<file path="config.mk">
export PLATFORM = sky130hd
export DESIGN_NAME = c_like_token_scanner_unit
export DESIGN_NICKNAME = d
export VERILOG_FILES = /design/src/design/cts_pkg.sv /design/src/design/cts_front.sv /design/src/design/cts_queue.sv /design/src/design/c_like_token_scanner_unit.sv
export SDC_FILE = /design/constraint.sdc
export NUM_CORES = 2
export LEC_CHECK = 0
export BUFFER_PORTS_ARGS = -buffer_cell sky130_fd_sc_hd__buf_2
export CAP_MARGIN = 20
export CELL_PAD_IN_SITES_DETAIL_PLACEMENT = 0
export CELL_PAD_IN_SITES_GLOBAL_PLACEMENT = 1
export CORE_AREA = 2 2 407 409
export CTS_CLUSTER_DIAMETER = 200
export DETAILED_ROUTE_END_ITERATION = 6
export DIE_AREA = 0 0 409 411
export HOLD_SLACK_MARGIN = 0.08
export MAX_ROUTING_LAYER = met4
export PLACE_DENSITY_LB_ADDON = 0.1
export SETUP_SLACK_MARGIN = 0.5
export SYNTH_ARGS = -nofsm -noshare
export SYNTH_HDL_FRONTEND = slang
export SYNTH_SLANG_ARGS = --single-unit
</file>
<file path="constraint.sdc">
create_clock -name i_clk -period 11.6 [get_ports i_clk]
set_clock_uncertainty 0.1 [all_clocks]
set_input_delay 1.74 -clock i_clk [delete_from_list [all_inputs] [get_ports i_clk]]
set_output_delay 1.74 -clock i_clk [all_outputs]
set_load 0.005 [all_outputs]
</file>
<file path="src/design/cts_pkg.sv">
// ---------------------------------------------------------------------------
// cts_pkg: shared types and constants for the token scanner
// Token kinds, scanner states, error codes, beat structs and char classes.
// ---------------------------------------------------------------------------
`default_nettype none
package cts_pkg;

    localparam int OFFSET_BITS_DEF = 24;
    localparam int FIELD_W = 24;
    localparam int KIND_W = 6;
    localparam int ERR_W = 3;
    localparam int QUEUE_DEPTH = 4;

    localparam logic [KIND_W-1:0] K_DOT    = 6'd7;
    localparam logic [KIND_W-1:0] K_STRING = 6'd43;
    localparam logic [KIND_W-1:0] K_CHAR   = 6'd44;
    localparam logic [KIND_W-1:0] K_NUMBER = 6'd45;
    localparam logic [KIND_W-1:0] K_WORD   = 6'd46;
    localparam logic [KIND_W-1:0] K_END    = 6'd47;
    localparam logic [KIND_W-1:0] K_NONE   = 6'd63;

    localparam logic [ERR_W-1:0] E_NONE      = 3'd0;
    localparam logic [ERR_W-1:0] E_COMMENT   = 3'd1;
    localparam logic [ERR_W-1:0] E_STRING    = 3'd2;
    localparam logic [ERR_W-1:0] E_EMPTY_CH  = 3'd3;
    localparam logic [ERR_W-1:0] E_BAD_CH    = 3'd4;
    localparam logic [ERR_W-1:0] E_UNEXPECT  = 3'd5;

    typedef enum logic [4:0] {
        S_IDLE, S_OP, S_LINE, S_BLOCK, S_STAR, S_STRING, S_CH_OPEN, S_CH_ESC,
        S_CH_CLOSE, S_NUM_INT, S_NUM_DOT, S_NUM_FRAC, S_WORD
    } t_scan_state;

    typedef struct packed {
        logic       mode;
        logic [7:0] byte_value;
    } t_in_beat;

    typedef struct packed {
        logic [KIND_W-1:0]  token_kind;
        logic [FIELD_W-1:0] start_offset;
        logic [FIELD_W-1:0] text_length;
        logic [FIELD_W-1:0] line_number;
        logic [ERR_W-1:0]   error_code;
        logic               last_of_run;
    } t_out_beat;

    // One classified item: up to three results, count in n.
    typedef struct packed {
        logic [1:0] n;
        t_out_beat  r0;
        t_out_beat  r1;
        t_out_beat  r2;
    } t_run;

    function automatic logic [KIND_W-1:0] single_kind(input logic [7:0] c);
        case (c)
            8'h28: single_kind = 6'd0;  8'h29: single_kind = 6'd1;
            8'h7b: single_kind = 6'd2;  8'h7d: single_kind = 6'd3;
            8'h5b: single_kind = 6'd4;  8'h5d: single_kind = 6'd5;
            8'h2c: single_kind = 6'd6;  8'h2e: single_kind = 6'd7;
            8'h3b: single_kind = 6'd8;  8'h7e: single_kind = 6'd9;
            8'h3f: single_kind = 6'd10; 8'h3a: single_kind = 6'd11;
            default: single_kind = K_NONE;
        endcase
    endfunction

    function automatic logic [KIND_W-1:0] op_first(input logic [7:0] c);
        case (c)
            8'h21: op_first = 6'd12; 8'h3d: op_first = 6'd14;
            8'h2b: op_first = 6'd16; 8'h2d: op_first = 6'd19;
            8'h2a: op_first = 6'd23; 8'h25: op_first = 6'd25;
            8'h5e: op_first = 6'd27; 8'h26: op_first = 6'd29;
            8'h7c: op_first = 6'd32; 8'h3c: op_first = 6'd35;
            8'h3e: op_first = 6'd38; 8'h2f: op_first = 6'd41;
            default: op_first = K_NONE;
        endcase
    endfunction

    function automatic logic [KIND_W-1:0] op_pair(input logic [7:0] a,
                                                  input logic [7:0] b);
        logic eq;
        eq = (b == 8'h3d);
        op_pair = K_NONE;
        case (a)
            8'h21: if (eq) op_pair = 6'd13;
            8'h3d: if (eq) op_pair = 6'd15;
            8'h2b: if (b == 8'h2b) op_pair = 6'd17; else if (eq) op_pair = 6'd18;
            8'h2d: if (b == 8'h2d) op_pair = 6'd20; else if (eq) op_pair = 6'd21;
                   else if (b == 8'h3e) op_pair = 6'd22;
            8'h2a: if (eq) op_pair = 6'd24;
            8'h25: if (eq) op_pair = 6'd26;
            8'h5e: if (eq) op_pair = 6'd28;
            8'h26: if (b == 8'h26) op_pair = 6'd30; else if (eq) op_pair = 6'd31;
            8'h7c: if (b == 8'h7c) op_pair = 6'd33; else if (eq) op_pair = 6'd34;
            8'h3c: if (b == 8'h3c) op_pair = 6'd36; else if (eq) op_pair = 6'd37;
            8'h3e: if (b == 8'h3e) op_pair = 6'd39; else if (eq) op_pair = 6'd40;
            8'h2f: if (eq) op_pair = 6'd42;
            default: op_pair = K_NONE;
        endcase
    endfunction

    function automatic logic is_digit(input logic [7:0] c);
        is_digit = (c >= 8'h30) && (c <= 8'h39);
    endfunction

    function automatic logic is_alpha(input logic [7:0] c);
        is_alpha = ((c >= 8'h61) && (c <= 8'h7a)) || ((c >= 8'h41) && (c <= 8'h5a))
                   || (c == 8'h5f);
    endfunction

endpackage
`default_nettype wire

</file>
<file path="src/design/cts_front.sv">
// ---------------------------------------------------------------------------
// cts_front: scanner state machine
// Takes one beat per cycle when fired; produces the whole run of results.
// ---------------------------------------------------------------------------
`default_nettype none
module cts_front #(
    parameter int OFFSET_BITS = cts_pkg::OFFSET_BITS_DEF
) (
    input  wire                i_clk,
    input  wire                i_rst_n,
    input  wire                i_fire,
    input  cts_pkg::t_in_beat  i_beat,
    output cts_pkg::t_run      o_run
);
    localparam int OB = OFFSET_BITS;
    localparam logic [OB-1:0] SAT = {OB{1'b1}};

    cts_pkg::t_scan_state r_state, n_state;
    logic [7:0]    r_pend, n_pend;
    logic [OB-1:0] r_start, n_start, r_off, n_off, r_line, n_line, r_cline, n_cline;
    logic          r_halt, n_halt;

    function automatic logic [OB-1:0] sinc(input logic [OB-1:0] v);
        sinc = (v == SAT) ? v : v + 1'b1;
    endfunction

    function automatic logic [cts_pkg::FIELD_W-1:0] wide(input logic [OB-1:0] v);
        wide = cts_pkg::FIELD_W'({{(64 - OB){1'b0}}, v});
    endfunction

    cts_pkg::t_out_beat res [3];
    logic [1:0] cnt;
    logic [7:0] c;
    logic [OB-1:0] len, dot;

    always_comb begin
        logic go_idle;
        logic [cts_pkg::KIND_W-1:0] k;
        n_state = r_state; n_pend = r_pend; n_start = r_start; n_off = r_off;
        n_line = r_line; n_cline = r_cline; n_halt = r_halt;
        cnt = 2'd0;
        for (int i = 0; i < 3; i++) res[i] = '0;
        c = i_beat.byte_value;
        len = (r_off >= r_start) ? r_off - r_start : '0;
        dot = (r_off != '0) ? r_off - 1'b1 : '0;
        go_idle = 1'b0;
        k = '0;

        if (i_beat.mode) begin
            if (!r_halt) begin
                case (r_state)
                    cts_pkg::S_OP: begin
                        res[0] = '{cts_pkg::op_first(r_pend), wide(r_start), 24'd1,
                                   wide(r_line), cts_pkg::E_NONE, 1'b0};
                        cnt = 2'd1;
                    end
                    cts_pkg::S_NUM_INT, cts_pkg::S_NUM_FRAC: begin
                        res[0] = '{cts_pkg::K_NUMBER, wide(r_start), wide(len),
                                   wide(r_line), cts_pkg::E_NONE, 1'b0};
                        cnt = 2'd1;
                    end
                    cts_pkg::S_WORD: begin
                        res[0] = '{cts_pkg::K_WORD, wide(r_start), wide(len),
                                   wide(r_line), cts_pkg::E_NONE, 1'b0};
                        cnt = 2'd1;
                    end
                    cts_pkg::S_NUM_DOT: begin
                        res[0] = '{cts_pkg::K_NUMBER, wide(r_start),
                                   wide((dot >= r_start) ? dot - r_start : '0),
                                   wide(r_line), cts_pkg::E_NONE, 1'b0};
                        res[1] = '{cts_pkg::K_DOT, wide(dot), 24'd1,
                                   wide(r_line), cts_pkg::E_NONE, 1'b0};
                        cnt = 2'd2;
                    end
                    default: ;
                endcase
                case (r_state)
                    cts_pkg::S_BLOCK, cts_pkg::S_STAR: begin
                        res[0] = '{6'd0, wide(r_off), 24'd0, wide(r_cline),
                                   cts_pkg::E_COMMENT, 1'b0};
                        cnt = 2'd1;
                    end
                    cts_pkg::S_STRING: begin
                        res[0] = '{6'd0, wide(r_off), 24'd0, wide(r_line),
                                   cts_pkg::E_STRING, 1'b0};
                        cnt = 2'd1;
                    end
                    cts_pkg::S_CH_OPEN, cts_pkg::S_CH_ESC, cts_pkg::S_CH_CLOSE: begin
                        res[0] = '{6'd0, wide(r_off), 24'd0, wide(r_line),
                                   cts_pkg::E_BAD_CH, 1'b0};
                        cnt = 2'd1;
                    end
                    default: begin
                        res[cnt] = '{cts_pkg::K_END, wide(r_off), 24'd0, wide(r_line),
                                     cts_pkg::E_NONE, 1'b0};
                        cnt = cnt + 2'd1;
                    end
                endcase
            end
            n_state = cts_pkg::S_IDLE; n_pend = '0; n_start = '0; n_off = '0;
            n_line = OB'(1); n_cline = OB'(1); n_halt = 1'b0;
        end else if (!r_halt) begin
            // first pass: token flushed by this byte, then decide from idle
            case (r_state)
                cts_pkg::S_IDLE: go_idle = 1'b1;
                cts_pkg::S_OP: begin
                    if (r_pend == 8'h2f && c == 8'h2f) n_state = cts_pkg::S_LINE;
                    else if (r_pend == 8'h2f && c == 8'h2a) begin
                        n_cline = r_line; n_state = cts_pkg::S_BLOCK;
                    end else begin
                        k = cts_pkg::op_pair(r_pend, c);
                        if (k != cts_pkg::K_NONE) begin
                            res[0] = '{k, wide(r_start), 24'd2, wide(r_line),
                                       cts_pkg::E_NONE, 1'b0};
                            cnt = 2'd1; n_state = cts_pkg::S_IDLE;
                        end else begin
                            res[0] = '{cts_pkg::op_first(r_pend), wide(r_start), 24'd1,
                                       wide(r_line), cts_pkg::E_NONE, 1'b0};
                            cnt = 2'd1; go_idle = 1'b1;
                        end
                    end
                end
                cts_pkg::S_LINE:
                    if (c == 8'h0a) begin
                        n_line = sinc(r_line); n_state = cts_pkg::S_IDLE;
                    end
                cts_pkg::S_BLOCK:
                    if (c == 8'h2a) n_state = cts_pkg::S_STAR;
                    else if (c == 8'h0a) n_line = sinc(r_line);
                cts_pkg::S_STAR:
                    if (c == 8'h2f) n_state = cts_pkg::S_IDLE;
                    else if (c != 8'h2a) begin
                        if (c == 8'h0a) n_line = sinc(r_line);
                        n_state = cts_pkg::S_BLOCK;
                    end
                cts_pkg::S_STRING:
                    if (c == 8'h22) begin
                        res[0] = '{cts_pkg::K_STRING, wide(r_start), wide(len),
                                   wide(r_line), cts_pkg::E_NONE, 1'b0};
                        cnt = 2'd1; n_state = cts_pkg::S_IDLE;
                    end else if (c == 8'h0a) n_line = sinc(r_line);
                cts_pkg::S_CH_OPEN:
                    if (c == 8'h27) begin
                        res[0] = '{6'd0, wide(r_off), 24'd0, wide(r_line),
                                   cts_pkg::E_EMPTY_CH, 1'b0};
                        cnt = 2'd1; n_halt = 1'b1; n_state = cts_pkg::S_IDLE;
                    end else n_state = (c == 8'h5c) ? cts_pkg::S_CH_ESC
                                                    : cts_pkg::S_CH_CLOSE;
                cts_pkg::S_CH_ESC: n_state = cts_pkg::S_CH_CLOSE;
                cts_pkg::S_CH_CLOSE: begin
                    if (c == 8'h27) begin
                        res[0] = '{cts_pkg::K_CHAR, wide(r_start), wide(len),
                                   wide(r_line), cts_pkg::E_NONE, 1'b0};
                        cnt = 2'd1;
                    end else begin
                        res[0] = '{6'd0, wide(r_off), 24'd0, wide(r_line),
                                   cts_pkg::E_BAD_CH, 1'b0};
                        cnt = 2'd1; n_halt = 1'b1;
                    end
                    n_state = cts_pkg::S_IDLE;
                end
                cts_pkg::S_NUM_INT:
                    if (c == 8'h2e) n_state = cts_pkg::S_NUM_DOT;
                    else if (!cts_pkg::is_digit(c)) begin
                        res[0] = '{cts_pkg::K_NUMBER, wide(r_start), wide(len),
                                   wide(r_line), cts_pkg::E_NONE, 1'b0};
                        cnt = 2'd1; go_idle = 1'b1;
                    end
                cts_pkg::S_NUM_DOT:
                    if (cts_pkg::is_digit(c)) n_state = cts_pkg::S_NUM_FRAC;
                    else begin
                        res[0] = '{cts_pkg::K_NUMBER, wide(r_start),
                                   wide((dot >= r_start) ? dot - r_start : '0),
                                   wide(r_line), cts_pkg::E_NONE, 1'b0};
                        res[1] = '{cts_pkg::K_DOT, wide(dot), 24'd1,
                                   wide(r_line), cts_pkg::E_NONE, 1'b0};
                        cnt = 2'd2; go_idle = 1'b1;
                    end
                cts_pkg::S_NUM_FRAC:
                    if (!cts_pkg::is_digit(c)) begin
                        res[0] = '{cts_pkg::K_NUMBER, wide(r_start), wide(len),
                                   wide(r_line), cts_pkg::E_NONE, 1'b0};
                        cnt = 2'd1; go_idle = 1'b1;
                    end
                cts_pkg::S_WORD:
                    if (!(cts_pkg::is_alpha(c) || cts_pkg::is_digit(c))) begin
                        res[0] = '{cts_pkg::K_WORD, wide(r_start), wide(len),
                                   wide(r_line), cts_pkg::E_NONE, 1'b0};
                        cnt = 2'd1; go_idle = 1'b1;
                    end
                default: go_idle = 1'b1;
            endcase
            // second pass: start a new token from this byte
            if (go_idle) begin
                n_state = cts_pkg::S_IDLE;
                k = cts_pkg::single_kind(c);
                if (k != cts_pkg::K_NONE) begin
                    res[cnt] = '{k, wide(r_off), 24'd1, wide(r_line),
                                 cts_pkg::E_NONE, 1'b0};
                    cnt = cnt + 2'd1;
                end else if (cts_pkg::op_first(c) != cts_pkg::K_NONE) begin
                    n_pend = c; n_start = r_off; n_state = cts_pkg::S_OP;
                end else if (c == 8'h22) begin
                    n_start = sinc(r_off); n_state = cts_pkg::S_STRING;
                end else if (c == 8'h27) begin
                    n_start = sinc(r_off); n_state = cts_pkg::S_CH_OPEN;
                end else if (c == 8'h20 || c == 8'h0d || c == 8'h09) begin
                end else if (c == 8'h0a) begin
                    n_line = sinc(r_line);
                end else if (cts_pkg::is_digit(c)) begin
                    n_start = r_off; n_state = cts_pkg::S_NUM_INT;
                end else if (cts_pkg::is_alpha(c)) begin
                    n_start = r_off; n_state = cts_pkg::S_WORD;
                end else begin
                    res[cnt] = '{6'd0, wide(r_off), 24'd0, wide(r_line),
                                 cts_pkg::E_UNEXPECT, 1'b0};
                    cnt = cnt + 2'd1; n_halt = 1'b1;
                end
            end
            if (!n_halt) n_off = sinc(r_off);
        end
        if (cnt != 2'd0) res[cnt - 2'd1].last_of_run = 1'b1;
        o_run = '{cnt, res[0], res[1], res[2]};
        if (!i_fire) o_run.n = 2'd0;
    end

    always_ff @(posedge i_clk) begin
        if (!i_rst_n) begin
            r_state <= cts_pkg::S_IDLE; r_pend <= '0; r_start <= '0; r_off <= '0;
            r_line <= OB'(1); r_cline <= OB'(1); r_halt <= 1'b0;
        end else if (i_fire) begin
            r_state <= n_state; r_pend <= n_pend; r_start <= n_start; r_off <= n_off;
            r_line <= n_line; r_cline <= n_cline; r_halt <= n_halt;
        end
    end
endmodule
`default_nettype wire

</file>
<file path="src/design/cts_queue.sv">
// ---------------------------------------------------------------------------
// cts_queue: result queue
// Takes 0..3 result beats per cycle, hands out one per cycle when popped.
// ---------------------------------------------------------------------------
`default_nettype none
module cts_queue (
    input  wire                 i_clk,
    input  wire                 i_rst_n,
    input  cts_pkg::t_run       i_run,
    output logic                o_room,
    output logic                o_valid,
    input  wire                 i_pop,
    output cts_pkg::t_out_beat  o_beat
);
    localparam int D = cts_pkg::QUEUE_DEPTH * 2;
    localparam int AW = $clog2(D);

    cts_pkg::t_out_beat r_mem [D];
    logic [AW-1:0] r_rd, r_wr;
    logic [AW:0]   r_cnt, n_cnt;
    logic [AW:0]   w_free;

    assign o_valid = (r_cnt != '0);
    assign o_beat  = r_mem[r_rd];
    // room for a full run even if nothing pops this cycle
    assign w_free = (AW + 1)'(D) - r_cnt;
    assign o_room = w_free >= (AW + 1)'(3);
    assign n_cnt = r_cnt + (AW + 1)'(i_run.n) - (AW + 1)'(o_valid && i_pop);

    always_ff @(posedge i_clk) begin
        if (i_run.n != 2'd0) r_mem[r_wr] <= i_run.r0;
        if (i_run.n >= 2'd2) r_mem[r_wr + AW'(1)] <= i_run.r1;
        if (i_run.n == 2'd3) r_mem[r_wr + AW'(2)] <= i_run.r2;
    end

    always_ff @(posedge i_clk) begin
        if (!i_rst_n) begin
            r_rd <= '0; r_wr <= '0; r_cnt <= '0;
        end else begin
            r_wr <= r_wr + AW'(i_run.n);
            if (o_valid && i_pop) r_rd <= r_rd + AW'(1);
            r_cnt <= n_cnt;
        end
    end
endmodule
`default_nettype wire

</file>
<file path="src/design/c_like_token_scanner_unit.sv">
// ---------------------------------------------------------------------------
// c_like_token_scanner_unit: C-style lexical scanner
// Source bytes in, token beats out, through a small result queue.
// ---------------------------------------------------------------------------
// Output: token beats are built combinationally, then queued in order.
// Throughput: one input beat per cycle; o_in_stall rises only while the
//   result queue lacks room for three beats, so a run of multi-token bytes
//   is paced by the single-beat output port.
// Reset: synchronous, active low; scanner state back to idle, line one,
//   queue emptied. No clearing pass.
`default_nettype none
module c_like_token_scanner_unit #(
    parameter int OFFSET_BITS = cts_pkg::OFFSET_BITS_DEF
) (
    input  wire                 i_clk,
    input  wire                 i_rst_n,
    input  wire                 i_in_valid,
    output logic                o_in_stall,
    input  cts_pkg::t_in_beat   i_in_data,
    output logic                o_out_valid,
    input  wire                 i_out_stall,
    output cts_pkg::t_out_beat  o_out_data
);
    cts_pkg::t_run w_run;
    logic          w_room;
    logic          w_fire;

    // front accepts whenever the queue can absorb a worst-case run
    assign o_in_stall = !w_room;
    assign w_fire     = i_in_valid && w_room;

    cts_front #(.OFFSET_BITS(OFFSET_BITS)) u_front (
        .i_clk  (i_clk),
        .i_rst_n(i_rst_n),
        .i_fire (w_fire),
        .i_beat (i_in_data),
        .o_run  (w_run)
    );

    // back side: queue drains one beat per cycle while i_out_stall is low
    cts_queue u_queue (
        .i_clk  (i_clk),
        .i_rst_n(i_rst_n),
        .i_run  (w_run),
        .o_room (w_room),
        .o_valid(o_out_valid),
        .i_pop  (!i_out_stall),
        .o_beat (o_out_data)
    );
endmodule
`default_nettype wire
</file>
==> impl_metrics.toml <==
[power]
finalPower_uw = 9213
power.density_nw_per_um2 = 167.6
internal_power_uw = 6091
p_sw_uw = 3122
power_frac_seq = 0.375
ir_drop_v = 0.0001311
p_comb_frac = 0.295
clkPwrFrac = 0.330
sw_frac_of_total = 0.3389
p_leak_uw = 0.01924

[grt]
grt-ovfl-total = 0
track_usage = 0.2517
grt_antenna_before_repair = 11
grt_pass1_vias = 39945
grt_pass1_wl_um = 302800
grt_max_degree = 96

[clocking]
clock_sinks = 778
cts_max_level = 3
cts_tree = "built"
hold_buffers = 0
clockRootBuffer = "clkbuf_16"
ctsResizeCount = 0
cts_setup_buffers = 0
cts-buffers-inserted = 96
clock_latency_ns = 0.73
path_clk_slew_ns = 0.06
clockBufferDepth = 3

[floorplan]
die_w_um = 409
num_rows = 149
dieArea_sq_um = 168100
die_h_um = 411
core-area_sq_um = 163900
start_util = 0.2980
pin_count = 97

[run_status]
status = "finished clean"

[routing]
drtIter0Drc = 5066
wl_per_cell_um = 30.30
ant_nets = 0
drc = 0
drt_wl_total_um = 211500
dr.pass1.iters = 6
via_per_inst = 5.919
vias = 41315

[sta]
drv_slew = 0
fmax_ghz = 0.1241
setup_viol = 0
hold_viol = 0
rsz0062_at_grt = "no"
fin_setup_tns_ns = 0
worstMarginPinSlew_ns = 1.295
timing.final.crit_share = 0.6946
min_period_ns = 8.058
setup_ws_ns = 3.542
relSlewSlack = 0.1366

[final_layout]
layout-area-overhead-vs-synth_pct = 12.57
fin_area_sq_um = 54970
layout_commonest_cell = "edfxtp_1"
final_cell_mix = "edfxtp_1 (656), nor2_1 (557), a21oi_1 (406)"
drive_above_1_share = 0.1696
fillCellCount = 16579
final_nets = 4794

[critical_path]
critPathArrivalTime_ns = 8.31
crit_path_max_incr_delay_ns = 0.92
required_ns = 11.85
cp_slowest_cell = "and4_2"
cpMostUsedCell = "buf_4"
critical_path.endpoint_type = "flip-flop"
path_max_fanout = 43
critPathBufInv = 4
crit_chain = "buf_2 -> nor4b_2 -> and4_1 -> a21oi_1 -> a311o_1 -> nor2_1 -> ha_1 -> nor2_1 -> nand4_1 -> nor4_1 -> o31a_2 -> buf_4 -> and4_2 -> nor2_4 -> o21ai_4 -> buf_4 -> buf_4"
crit_path_start_kind = "input pin"
critPathKind = "in -> reg"
path_delay_family = "simple AND/OR/NAND/NOR gates"

[placed_design]
dp_hpwl_um = 144100
place_area_sq_um = 51770
gp_congestion = 0.8831
io_buffers = 96
place_ws_ns = 2.906

[synthesis]
yosys_most_used_dff = "edfxtp_1"
synthTopCellsByArea = "edfxtp_1 (40%), mux4_2 (7.6%), dfxtp_1 (5.0%)"
synth_top_area_cell = "edfxtp_1"
syn-cell-area_sq_um = 48830
yosys.cell_types.count = 110
yosysSeqAreaShare = 0.4535
synth_top_cell_area_share = 0.4034
ys_warn_count = 0
synthArstFlopShare = 0
synth_edf_count = 656
syn_inst = 4773
syn_avg_cell_area_sq_um = 10.23
syn_nets = 4856
synth.ff_latch_count = 778

[run]
cap_violations = 0

[min_path]
hold_path.class = "reg -> reg"
-- logic make-up after synthesis --
logic type,count (synthesis),share of synthesized area
XOR/XNOR,77,0.01381
AND/OR/NAND/NOR,1449,0.1402
flip-flops,778,0.4535
multiplexers,321,0.1102
adder cells (fa/ha/maj),70,0.01855
AO/OA/AOI/OAI,1540,0.2144
buffers and inverters,538,0.04930
-- power groups by stage --
stage               logic, uW  registers (uW)  clock network, uW
CTS                      2720            3460               3110
floorplan                1700            3490                  0
detailed placement       2710            3520                  0
global route             2890            3480               3200
finish                   2720            3460               3040
global placement         2710            3520                  0
-- synth_stat cells, types with 43 or more instances --
library cell	number
nand3_1	122
nor2_1	557
mux2i_1	65
dfxtp_1	122
buf_2	121
inv_1	87
ha_1	66
o21ai_0	280
mux2_2	92
clkbuf_1	246
a21oi_1	408
xnor2_1	46
mux4_2	164
o22ai_1	81
o211ai_1	47
nand2_1	375
and3_1	43
nor3_1	67
a22o_1	102
a32o_1	96
edfxtp_1	656
a22oi_1	161
-- worst reg2reg max path, stage by stage (launching register included) --
cell and delay (ns):
dfxtp_1 0.31, buf_4 0.24, nand2b_1 0.37, nor2_1 0.17, o21ai_0 0.69, nand2_1 0.23, inv_1 0.13, ha_1 0.46
inv_1 0.17, nand2b_1 0.11, buf_4 0.34, nor2_1 0.15, a21oi_1 0.20, o21ai_0 0.17, a211oi_4 0.32, buf_4 0.45
and4_2 0.93, nor2_4 0.34, o21ai_4 0.13, buf_4 0.58, buf_4 0.71
-- flip-flops by register name, indices dropped and copies added (netlist names), named ones only --
signal and cells:
u_front.r_pend 8, u_queue.r_mem 656, u_front.r_line 24, u_front.r_off 24, u_queue.r_wr 3, u_queue.r_rd 3
u_front.r_start 24, u_front.r_cline 24, u_front.r_state 4, u_queue.r_cnt 4, u_front.r_halt 1
-- layer usage --
layer,track usage,wire length [um],vias to the layer above
li1,-,-,18283
met4,0.04473,3485,0
met1,0.3687,101700,21390
met5,-,0,-
met3,0.03238,12530,197
met2,0.3734,93760,1445
-- final timing paths --
path	cells after the start	slack, ns	start	end
worst max-delay path	17	3.54	i_in_data[4]	u_queue.r_mem[2][64]
worst min-delay path	2	0.35	u_front.r_cline[20]	u_front.r_cline[20]
worst max register to register	20	3.91	u_front.r_state[1]	u_queue.r_mem[2][64]
worst min register to register	2	0.35	u_front.r_cline[20]	u_front.r_cline[20]
-- area by class of cell --
| cell class | instances | area [sq um] | share of cell area |
|---|---|---|---|
| well taps | 2189 | 2739 | 0.04983 |
| inverters | 89 | 337.8 | 0.006146 |
| clock buffers | 125 | 2551 | 0.04641 |
| diodes | 3 | 7.507 | 0.0001366 |
| repair buffers | 289 | 2006 | 0.03649 |
| clock inverters | 50 | 564.3 | 0.01027 |
| multi-input cells | 3457 | 24610 | 0.4477 |
| flip-flops and latches | 778 | 22150 | 0.4030 |
-- metrics by stage --
step	hold slack [ns]	utilization	cells
2_1_floorplan	0.3316	-	4773
3_3_place_gp	0.3378	0.3153	6789
3_5_place_dp	0.3453	0.3159	6796
4_1_cts	0.3518	0.3350	6971
5_1_grt	0.3651	0.3354	6978
6_report	0.3494	0.3354	6980
Power figures use the tool's default switching activity.
